--- src/hdl/lirs_pkg.sv ---
// Shared constants, register codes and sequencer states of the linear
// interpolation resampler. No dependencies.
`default_nettype none

package lirs_pkg;

  localparam int unsigned SAMPLE_W = 24;              // sample width
  localparam int unsigned DIFF_W   = SAMPLE_W + 1;    // sample difference / magnitude
  localparam int unsigned RATE_W   = 18;              // rate register width
  localparam int unsigned LEN_W    = 16;              // block length / input count
  localparam int unsigned POS_W    = 22;              // output slot index
  localparam int unsigned PROD_W   = RATE_W + LEN_W;  // serial product / dividend
  localparam int unsigned MAX_RUN  = 64;              // results caused by one input
  localparam int unsigned RUN_W    = 7;               // holds 0..MAX_RUN
  localparam int unsigned CNT_W    = 6;               // bit step counter
  localparam int unsigned PADDR_W  = 4;
  localparam int unsigned PDATA_W  = 32;

  localparam logic [RATE_W-1:0] SRC_RATE_RST  = RATE_W'(48000);
  localparam logic [RATE_W-1:0] TGT_RATE_RST  = RATE_W'(48000);
  localparam logic [LEN_W-1:0]  BLOCK_LEN_RST = LEN_W'(1024);
  localparam logic [POS_W-1:0]  POS_MAX       = '1;

  typedef enum logic [1:0] {
    REG_SRC_RATE  = 2'd0,
    REG_TGT_RATE  = 2'd1,
    REG_BLOCK_LEN = 2'd2
  } reg_idx_e;

  typedef enum logic [3:0] {
    ST_IDLE,
    ST_MUL,     // shift-add, one multiplier bit per cycle
    ST_DIV,     // restoring divide, one quotient bit per cycle
    ST_LIMIT,   // first input of a block
    ST_POS,     // slot decision for later inputs
    ST_CLAMP,
    ST_SETUP,
    ST_STEP,    // advance interpolation fraction
    ST_EMIT,    // interpolated result
    ST_FINAL,   // input itself at its slot
    ST_DONE
  } state_e;

endpackage

`default_nettype wire

--- src/hdl/linear_interp_resampler.sv ---
// Linear interpolation sample rate converter, one block of one channel.
// Depends on lirs_pkg.
`default_nettype none

// Each input sample is processed by a sequencer around one bit-serial
// shift-add multiplier and one restoring divider that yields one quotient
// bit per cycle. An inactive input after the block has overrun skips both
// and goes straight to ST_DONE; every other input is multiplied, then
// divided. When upsampling, an input that yields interpolated results
// goes through the divider once more: the step size is divided once, then
// each interpolated value is an accumulate of quotient and remainder. An
// output stall holds the sequencer whenever a further result is to be
// written. Results sit in an output register, so the next sample is taken
// while the last result of the previous one still waits. Rate and length
// registers are to be written over the APB port only while no sample is in
// flight; the user is bound to this, the block itself does not enforce it.
module linear_interp_resampler
  import lirs_pkg::*;
(
  input  wire                 clk_i,
  input  wire                 rst_ni,
  // configuration
  input  wire                 psel,
  input  wire                 penable,
  input  wire                 pwrite,
  input  wire [PADDR_W-1:0]   paddr,
  input  wire [PDATA_W-1:0]   pwdata,
  output logic [PDATA_W-1:0]  prdata,
  output logic                pready,
  // input samples
  input  wire                 in_valid_i,
  output logic                in_stall_o,
  input  wire [SAMPLE_W-1:0]  sample_in_i,
  // results
  output logic                out_valid_o,
  input  wire                 out_stall_i,
  output logic [POS_W-1:0]    out_position_o,
  output logic [SAMPLE_W-1:0] sample_out_o,
  output logic                run_last_o,
  output logic                block_done_o
);

  state_e state_q, state_d;

  logic [RATE_W-1:0] src_rate_q, tgt_rate_q;
  logic [LEN_W-1:0]  block_len_q;
  logic [RATE_W-1:0] src_eff;
  logic [LEN_W-1:0]  len_eff;
  logic              cfg_wr;

  logic [SAMPLE_W-1:0] prev_q, prev_d, cur_q, cur_d;
  logic [LEN_W-1:0]    count_q, count_d;
  logic [POS_W-1:0]    last_pos_q, last_pos_d, limit_q, limit_d;
  logic                stopped_q, stopped_d;
  logic                first_q, first_d, end_q, end_d, frac_q, frac_d;
  logic [CNT_W-1:0]    cnt_q, cnt_d, left_q, left_d;

  logic [PROD_W-1:0]   acc_q, acc_d;
  logic [RATE_W-1:0]   rem_q, rem_d, dvs_q, dvs_d;
  logic [POS_W-1:0]    np_q, np_d, pos_q, pos_d;
  logic [DIFF_W-1:0]   diff_q, diff_d, fq_q, fq_d;
  logic [RUN_W-1:0]    fr_q, fr_d;
  logic                neg_q, neg_d;

  logic                ov_q, ov_d;
  logic [POS_W-1:0]    opos_q, opos_d;
  logic [SAMPLE_W-1:0] osmp_q, osmp_d;
  logic                olast_q, olast_d, odone_q, odone_d;

  // datapath terms
  logic                ofree, accept;
  logic [RATE_W:0]     msum, rem_sh, rdiff;
  logic [POS_W:0]      last_p1, last_run, np_a, np_b;
  logic [PROD_W:0]     ceil_q;
  logic [POS_W-1:0]    lim_m1, span;
  logic [RUN_W:0]      fr_sum;
  logic [DIFF_W-1:0]   absdiff, ival;
  logic [RUN_W-1:0]    span_m2;
  logic                fr_wrap;

  // ---------------------------------------------------------------- config
  assign pready = 1'b1;
  assign cfg_wr = psel && penable && pwrite;

  always_comb begin
    unique case (reg_idx_e'(paddr[3:2]))
      REG_SRC_RATE:  prdata = PDATA_W'(src_rate_q);
      REG_TGT_RATE:  prdata = PDATA_W'(tgt_rate_q);
      REG_BLOCK_LEN: prdata = PDATA_W'(block_len_q);
      default:       prdata = '0;
    endcase
  end

  always_ff @(posedge clk_i or negedge rst_ni) begin
    if (!rst_ni) begin
      src_rate_q  <= SRC_RATE_RST;
      tgt_rate_q  <= TGT_RATE_RST;
      block_len_q <= BLOCK_LEN_RST;
    end else if (cfg_wr) begin
      unique case (reg_idx_e'(paddr[3:2]))
        REG_SRC_RATE:  src_rate_q  <= pwdata[RATE_W-1:0];
        REG_TGT_RATE:  tgt_rate_q  <= pwdata[RATE_W-1:0];
        REG_BLOCK_LEN: block_len_q <= pwdata[LEN_W-1:0];
        default: ;
      endcase
    end
  end

  assign src_eff = (src_rate_q == '0) ? RATE_W'(1) : src_rate_q;
  assign len_eff = (block_len_q == '0) ? LEN_W'(1) : block_len_q;

  // ---------------------------------------------------------------- handshake
  assign in_stall_o = (state_q != ST_IDLE);
  assign accept     = in_valid_i && (state_q == ST_IDLE);
  assign ofree      = !ov_q || !out_stall_i;

  assign out_valid_o    = ov_q;
  assign out_position_o = opos_q;
  assign sample_out_o   = osmp_q;
  assign run_last_o     = olast_q;
  assign block_done_o   = odone_q;

  // ---------------------------------------------------------------- arithmetic
  assign msum    = {1'b0, acc_q[PROD_W-1:LEN_W]} + {1'b0, tgt_rate_q};
  assign rem_sh  = {rem_q, acc_q[PROD_W-1]};
  assign rdiff   = rem_sh - {1'b0, dvs_q};

  assign last_p1  = {1'b0, last_pos_q} + (POS_W+1)'(1);
  assign last_run = {1'b0, last_pos_q} + (POS_W+1)'(MAX_RUN);
  assign ceil_q   = {1'b0, acc_q} + (PROD_W+1)'(rem_q != '0);
  assign lim_m1   = (limit_q == '0) ? '0 : limit_q - POS_W'(1);

  assign np_a = ({1'b0, np_q} > last_run) ? last_run : {1'b0, np_q};
  assign np_b = (np_a < {1'b0, last_pos_q}) ? {1'b0, last_pos_q} : np_a;

  assign span    = np_q - last_pos_q;
  assign span_m2 = span[RUN_W-1:0] - RUN_W'(2);
  assign absdiff = diff_q[DIFF_W-1] ? (~diff_q + DIFF_W'(1)) : diff_q;

  // after the step division acc holds the whole part, rem the remainder
  assign fr_sum  = {1'b0, fr_q} + {1'b0, rem_q[RUN_W-1:0]};
  assign fr_wrap = (fr_sum >= {1'b0, dvs_q[RUN_W-1:0]});
  assign ival    = neg_q ? ({prev_q[SAMPLE_W-1], prev_q} - fq_q)
                         : ({prev_q[SAMPLE_W-1], prev_q} + fq_q);

  // ---------------------------------------------------------------- sequencer
  always_comb begin
    state_d    = state_q;
    prev_d     = prev_q;
    cur_d      = cur_q;
    count_d    = count_q;
    last_pos_d = last_pos_q;
    limit_d    = limit_q;
    stopped_d  = stopped_q;
    first_d    = first_q;
    end_d      = end_q;
    frac_d     = frac_q;
    cnt_d      = cnt_q;
    left_d     = left_q;
    acc_d      = acc_q;
    rem_d      = rem_q;
    dvs_d      = dvs_q;
    np_d       = np_q;
    pos_d      = pos_q;
    diff_d     = diff_q;
    fq_d       = fq_q;
    fr_d       = fr_q;
    neg_d      = neg_q;
    ov_d       = ov_q && out_stall_i;
    opos_d     = opos_q;
    osmp_d     = osmp_q;
    olast_d    = olast_q;
    odone_d    = odone_q;

    unique case (state_q)
      ST_IDLE: begin
        if (accept) begin
          cur_d   = sample_in_i;
          first_d = (count_q == '0);
          end_d   = (({1'b0, count_q} + (LEN_W+1)'(1)) >= {1'b0, len_eff});
          acc_d   = {RATE_W'(0), (count_q == '0) ? len_eff : count_q};
          cnt_d   = '0;
          frac_d  = 1'b0;
          if (count_q != '0 && stopped_q) begin
            state_d = ST_DONE;
          end else begin
            state_d = ST_MUL;
          end
        end
      end

      ST_MUL: begin
        if (acc_q[0]) begin
          acc_d = {msum, acc_q[LEN_W-1:1]};
        end else begin
          acc_d = {1'b0, acc_q[PROD_W-1:1]};
        end
        cnt_d = cnt_q + CNT_W'(1);
        if (cnt_q == CNT_W'(LEN_W - 1)) begin
          cnt_d   = '0;
          dvs_d   = src_eff;
          rem_d   = '0;
          state_d = ST_DIV;
        end
      end

      ST_DIV: begin
        if (!rdiff[RATE_W]) begin
          rem_d = rdiff[RATE_W-1:0];
          acc_d = {acc_q[PROD_W-2:0], 1'b1};
        end else begin
          rem_d = rem_sh[RATE_W-1:0];
          acc_d = {acc_q[PROD_W-2:0], 1'b0};
        end
        cnt_d = cnt_q + CNT_W'(1);
        if (cnt_q == CNT_W'(PROD_W - 1)) begin
          cnt_d = '0;
          if (frac_q) begin
            state_d = ST_STEP;
          end else if (first_q) begin
            state_d = ST_LIMIT;
          end else begin
            state_d = ST_POS;
          end
        end
      end

      ST_LIMIT: begin
        limit_d    = (acc_q[PROD_W-1:POS_W] != '0) ? POS_MAX : acc_q[POS_W-1:0];
        stopped_d  = 1'b0;
        last_pos_d = '0;
        if (ofree) begin
          ov_d    = 1'b1;
          opos_d  = '0;
          osmp_d  = cur_q;
          olast_d = 1'b1;
          odone_d = end_q;
          state_d = ST_DONE;
        end
      end

      ST_POS: begin
        diff_d = {cur_q[SAMPLE_W-1], cur_q} - {prev_q[SAMPLE_W-1], prev_q};
        np_d   = (ceil_q > (PROD_W+1)'(lim_m1)) ? lim_m1 : ceil_q[POS_W-1:0];
        if (tgt_rate_q <= src_eff) begin
          // reached the next slot when floor(k*tgt/src) >= last+1
          if (acc_q >= PROD_W'(last_p1)) begin
            if (last_p1 >= {1'b0, limit_q}) begin
              stopped_d = 1'b1;
              state_d   = ST_DONE;
            end else if (ofree) begin
              ov_d       = 1'b1;
              opos_d     = last_p1[POS_W-1:0];
              osmp_d     = cur_q;
              olast_d    = 1'b1;
              odone_d    = end_q;
              last_pos_d = last_p1[POS_W-1:0];
              state_d    = ST_DONE;
            end
          end else begin
            state_d = ST_DONE;
          end
        end else begin
          state_d = ST_CLAMP;
        end
      end

      ST_CLAMP: begin
        np_d    = np_b[POS_W-1:0];
        state_d = ST_SETUP;
      end

      ST_SETUP: begin
        if (span[RUN_W-1:0] >= RUN_W'(2)) begin
          acc_d   = PROD_W'(absdiff);
          dvs_d   = RATE_W'(span[RUN_W-1:0]);
          rem_d   = '0;
          cnt_d   = '0;
          frac_d  = 1'b1;
          fq_d    = '0;
          fr_d    = '0;
          neg_d   = diff_q[DIFF_W-1];
          pos_d   = last_p1[POS_W-1:0];
          left_d  = span_m2[CNT_W-1:0];
          state_d = ST_DIV;
        end else begin
          state_d = ST_FINAL;
        end
      end

      ST_STEP: begin
        if (fr_wrap) begin
          fr_d = RUN_W'(fr_sum - {1'b0, dvs_q[RUN_W-1:0]});
        end else begin
          fr_d = fr_sum[RUN_W-1:0];
        end
        fq_d    = fq_q + acc_q[DIFF_W-1:0] + DIFF_W'(fr_wrap);
        state_d = ST_EMIT;
      end

      ST_EMIT: begin
        if (ofree) begin
          ov_d    = 1'b1;
          opos_d  = pos_q;
          osmp_d  = ival[SAMPLE_W-1:0];
          olast_d = 1'b0;
          odone_d = end_q;
          pos_d   = pos_q + POS_W'(1);
          if (left_q == '0) begin
            state_d = ST_FINAL;
          end else begin
            left_d  = left_q - CNT_W'(1);
            state_d = ST_STEP;
          end
        end
      end

      ST_FINAL: begin
        if (ofree) begin
          ov_d       = 1'b1;
          opos_d     = np_q;
          osmp_d     = cur_q;
          olast_d    = 1'b1;
          odone_d    = end_q;
          last_pos_d = np_q;
          state_d    = ST_DONE;
        end
      end

      ST_DONE: begin
        prev_d  = cur_q;
        count_d = end_q ? '0 : count_q + LEN_W'(1);
        state_d = ST_IDLE;
      end

      default: state_d = ST_IDLE;
    endcase
  end

  always_ff @(posedge clk_i or negedge rst_ni) begin
    if (!rst_ni) begin
      state_q <= ST_IDLE;
    end else begin
      state_q <= state_d;
    end
  end

  always_ff @(posedge clk_i or negedge rst_ni) begin
    if (!rst_ni) begin
      prev_q     <= '0;
      count_q    <= '0;
      last_pos_q <= '0;
      limit_q    <= '0;
      stopped_q  <= 1'b0;
      first_q    <= 1'b0;
      end_q      <= 1'b0;
      frac_q     <= 1'b0;
      cnt_q      <= '0;
      left_q     <= '0;
      ov_q       <= 1'b0;
    end else begin
      prev_q     <= prev_d;
      count_q    <= count_d;
      last_pos_q <= last_pos_d;
      limit_q    <= limit_d;
      stopped_q  <= stopped_d;
      first_q    <= first_d;
      end_q      <= end_d;
      frac_q     <= frac_d;
      cnt_q      <= cnt_d;
      left_q     <= left_d;
      ov_q       <= ov_d;
    end
  end

  always_ff @(posedge clk_i) begin
    cur_q   <= cur_d;
    acc_q   <= acc_d;
    rem_q   <= rem_d;
    dvs_q   <= dvs_d;
    np_q    <= np_d;
    pos_q   <= pos_d;
    diff_q  <= diff_d;
    fq_q    <= fq_d;
    fr_q    <= fr_d;
    neg_q   <= neg_d;
    opos_q  <= opos_d;
    osmp_q  <= osmp_d;
    olast_q <= olast_d;
    odone_q <= odone_d;
  end

endmodule

`default_nettype wire

--- config.mk ---
export PLATFORM = sky130hd
export DESIGN_NAME = linear_interp_resampler
export DESIGN_NICKNAME = d
export VERILOG_FILES = /design/src/hdl/lirs_pkg.sv /design/src/hdl/linear_interp_resampler.sv
export SDC_FILE = /design/constraint.sdc
export NUM_CORES = 1
export LEC_CHECK = 0
export ABC_AREA = 1
export BUFFER_PORTS_ARGS = -buffer_cell sky130_fd_sc_hd__buf_2
export CAP_MARGIN = 20
export CORE_MARGIN = 1
export CORE_UTILIZATION = 55
export CTS_CLUSTER_SIZE = 30
export DETAILED_ROUTE_END_ITERATION = 8
export GPL_TIMING_DRIVEN = 0
export PLACE_DENSITY = 0.75
export SLEW_MARGIN = 20
export SYNTH_ARGS = -nofsm -noshare
export SYNTH_HDL_FRONTEND = slang
export SYNTH_SLANG_ARGS = --single-unit
--- constraint.sdc ---
create_clock -name clk_i -period 5.2 [get_ports clk_i]
set_input_delay 0 -clock clk_i [delete_from_list [all_inputs] [get_ports clk_i]]
set_output_delay 0 -clock clk_i [all_outputs]
set_load 0.005 [all_outputs]
==> results.py <==
metrics = {
    "worst_setup_path": {
        "crit_fanout": 11,
        "reg2reg_slack_ns": 0.21,
        "rr_endpoint": "sample_out_o[3]",
        "endpoint_kind": "flop",
        "path_cells": "buf_4 -> ha_1 -> nand4_1 -> or2_1 -> buf_2 -> o21ai_0 -> inv_1 -> ha_1 -> a21o_1 -> nand3_1 -> a21oi_1 -> nor2_1 -> nor2_1 -> nor3_2 -> nand2_1 -> nand2_1 -> nand2_1 -> nor3_4 -> buf_4 -> buf_4",
        "critPathArrivalTime_ns": 5.30,
        "slowest_delay_ns": 0.89,
        "rr_worst_depth": 20,
        "cp_slowest_cell": "o21ai_0",
        "worstSetupPathType": "reg2reg",
        "required_ns": 5.51,
        "r2r-start": "last_pos_q[0]",
        "crit_path_start_kind": "flop",
    },
    "clock_network": {
        "clk_latency_ns": 0.61,
        "clockBufferDepth": 3,
        "root_buffer": "clkbuf_16",
        "cts_made_buffers": 48,
        "cts_sinks": 400,
        "tritoncts": "done",
        "htreeDepth": 2,
        "path_clk_slew_ns": 0.06,
    },
    "layout": {
        "antenna_cells": 0,
        "fin_area_um2": 35100,
        "seq_area_um2": 11200,
        "fillers": 4991,
        "utilization_pct": 63.4,
        "multi_input_area_um2": 17100,
        "nNetsFinal": 4670,
        "drive_above_1_share_pct": 8.06,
        "syn2layout_area_growth_pct": 13.5,
        "layout.cells.non_filler": 5105,
    },
    "synthesis": {
        "yosys.area.top_type": "edfxtp_1",
        "synth_top_area_share_pct": 23.6,
        "ys_seq_area_share_pct": 36.4,
        "ys_ff_latch": 400,
        "synth_top_flop_cell": "edfxtp_1",
        "ys_types": 64,
        "syn_inst": 4064,
        "netlist_area_um2": 30900,
        "synth-edff-count": 243,
        "ys_warn_count": 0,
        "synth.area.top_cells": "edfxtp_1 (24%), dfrtp_1 (11%), ha_1 (11%)",
        "avgSynthCellArea_um2": 7.60,
        "async_flop_share_pct": 39.3,
    },
    "pwr": {
        "p_clk_share_pct": 18.0,
        "p_int_mw": 10.3,
        "switching_share_pct": 47.5,
        "p_comb_share_pct": 52.8,
        "seq_power_share_pct": 29.2,
        "vdd_drop_max_mv": 0.437,
        "p_sw_mw": 9.37,
        "powerDensity_nw_per_um2": 562,
        "p_leak_nw": 15.8,
    },
    "sta": {
        "finalCritPeriodShare_pct": 96.0,
        "hold_viol": 6,
        "setup_viol": 0,
        "fin_crit_ns": 4.99,
        "worst_slew_margin_rel_pct": 25.1,
        "max_freq_mhz": 200,
        "slew_violations": 0,
        "tightest_slew_ns": 1.11,
        "fin_tns_setup_ns": 0,
        "timing.hold.ws_ns": -0.0176,
        "fin_skew_ns": 0.0287,
    },
    "place": {
        "gp_congestion": 1.00,
        "dpl.hpwl_um": 78400,
        "io_buffers": 118,
        "dpl_cell_area_um2": 32700,
        "dpl.cell_count": 4952,
    },
    "outcome": {
        "status": "finished, violations left",
        "violations": "hold timing",
    },
    "routing": {
        "avgViaCountPerCell": 5.87,
        "drt_iter0_markers": 3342,
        "ant_nets": 0,
        "routed_wl_um": 101000,
        "routedWlPerCell_um": 19.8,
        "firstDrtPassIters": 6,
        "remaining_drc_errors": 0,
        "via_count": 30000,
    },
    "floorplan": {
        "dieArea_um2": 57100,
        "die_y_um": 239,
        "chipWidth_um": 239,
        "start_util_pct": 55.9,
        "coreArea_um2": 55300,
        "io_pins": 150,
        "std_cell_rows": 86,
    },
    "global_routing": {
        "use_met2_pct": 55.2,
        "grt_pass1_vias": 27800,
        "grt_pass1_wl_um": 154000,
        "met1_usage_pct": 47.7,
        "grt_overflow_total": 0,
        "track_usage_pct": 35.0,
        "use_met3_pct": 4.98,
        "top_usage_layer": "met2",
        "grt_max_degree": 83,
        "antenna_found_initial": 2,
    },
    "flow_run": {
        "maxCapViolCount": 0,
    },
    "worst_hold_path": {
        "hold_class": "in2async",
    },
}
## cell usage after synthesis, types with 14 or more instances
| cell | count |
|---|---|
| buf_4 | 17 |
| o21ai_0 | 423 |
| xor2_1 | 132 |
| clkbuf_1 | 79 |
| o221ai_1 | 24 |
| dfrtp_1 | 142 |
| ha_1 | 277 |
| inv_1 | 592 |
| nand3_1 | 249 |
| dfstp_2 | 15 |
| o21ai_1 | 17 |
| nand4_1 | 67 |
| buf_2 | 14 |
| edfxtp_1 | 243 |
| o211ai_1 | 18 |
| xnor2_1 | 36 |
| nor2_1 | 305 |
| nor4_1 | 32 |
| o22ai_1 | 23 |
| nor3_1 | 75 |
| nand2_1 | 823 |
| o21a_1 | 17 |
| a21oi_1 | 281 |
## logic make-up (layout without fill, tap and decap cells)
family                   count (synthesis)  in the layout  synth area share [%]
AND/OR/NAND/NOR                       1596           1596                  22.0
buffers and inverters                  721           1001                  9.13
XOR/XNOR                               168            168                  4.76
multiplexers                             1              1                0.0324
AO/OA/AOI/OAI                          890            890                  15.8
flip-flops                             400            400                  36.4
adder cells (fa/ha/maj)                286            286                  11.8
other                                    2             15                0.0243
## per-layer routing
metal	share of wire, %	vias up
li1	-	14300
met1	41	14000
met2	45	1448
met3	9.0	271
met4	4.8	4
met5	0.025	-
## power by group through the flow
stage | clock [mW] | combinational (mW) | sequential, mW
floorplan | 0 | 7.02 | 5.26
global placement | 0 | 9.49 | 5.76
detailed placement | 0 | 9.75 | 5.74
CTS | 3.58 | 9.98 | 5.69
global route | 3.70 | 11.5 | 5.79
finish | 3.55 | 10.4 | 5.75
## registers in the layout (all words and copies together) (netlist names), 24 cells and up
| signal | cells |
|---|---|
| diff_q | 25 |
| cur_q | 24 |
| acc_q | 34 |
| prev_q | 24 |
| sample_out_o | 24 |
| fq_q | 24 |
## metrics by stage
step | power, mW | setup WS (ns)
after floorplan | 12.3 | 0.184
final | 19.7 | 0.210
after detailed placement | 15.5 | -0.562
after global placement | 15.2 | -2.01
after CTS | 19.2 | 0.0194
after global routing | 21.0 | -0.0178
## worst max path at each step
stage,start,endpoint,slack (ns),depth (start not counted)
CTS,last_pos_q[6],np_q[18],0.02,29
global placement,last_pos_q[0],sample_out_o[0],-2.01,20
global route,last_pos_q[7],np_q[16],-0.02,30
finish,last_pos_q[0],sample_out_o[3],0.21,20
detailed placement,last_pos_q[6],np_q[18],-0.56,28
floorplan,last_pos_q[6],sample_out_o[0],0.18,20
## critical path, delay by kind of cell (launching register included)
kind / cells / cell delay, ns
AND/OR/NAND/NOR: 10 / 1.59
AO/OA/AOI/OAI: 3 / 1.14
buffers and inverters: 5 / 0.97
adder cells (fa/ha/maj): 2 / 0.53
flip-flops: 1 / 0.44
## cell type report
| class | instances | area share [%] |
|---|---|---|
| repair buffers | 190 | 3.79 |
| well taps | 748 | 2.67 |
| clock inverters | 30 | 0.938 |
| plain buffers | 121 | 1.72 |
| flip-flops and latches | 400 | 32.1 |
| multi-input cells | 2956 | 48.6 |
| clock buffers | 60 | 3.76 |
| inverters | 600 | 6.43 |
## layout by cell type, fill, tap and decap left out, types with 15 or more instances in the layout
| cell | n |
|---|---|
| o211ai_1 | 18 |
| dfstp_2 | 15 |
| nand3_1 | 249 |
| o221ai_1 | 24 |
| conb_1 | 15 |
| buf_4 | 38 |
| clkbuf_16 | 50 |
| o21ai_0 | 418 |
| a21oi_1 | 275 |
| nand2_1 | 822 |
| nor4_1 | 32 |
| clkbuf_1 | 80 |
| dlygate4sd3_1 | 47 |
| o22ai_1 | 23 |
| ha_1 | 274 |
| nor3_1 | 70 |
| xor2_1 | 130 |
| o21ai_1 | 21 |
| dfrtp_1 | 139 |
| xnor2_1 | 36 |
| o21a_1 | 17 |
| nor2_1 | 302 |
| edfxtp_1 | 243 |
| inv_1 | 590 |
| buf_2 | 129 |
| nand4_1 | 67 |
## repair_timing
item	4_1_cts	5_1_grt
hold buffers	47	0
pin swaps	2	9
setup endpoints to repair	66	84
endpoints found under the hold margin	211	0
cloned	0	0
gates resized for setup	21	32
setup buffers	3	13
No activity file was read; power rests on OpenSTA's default activity.
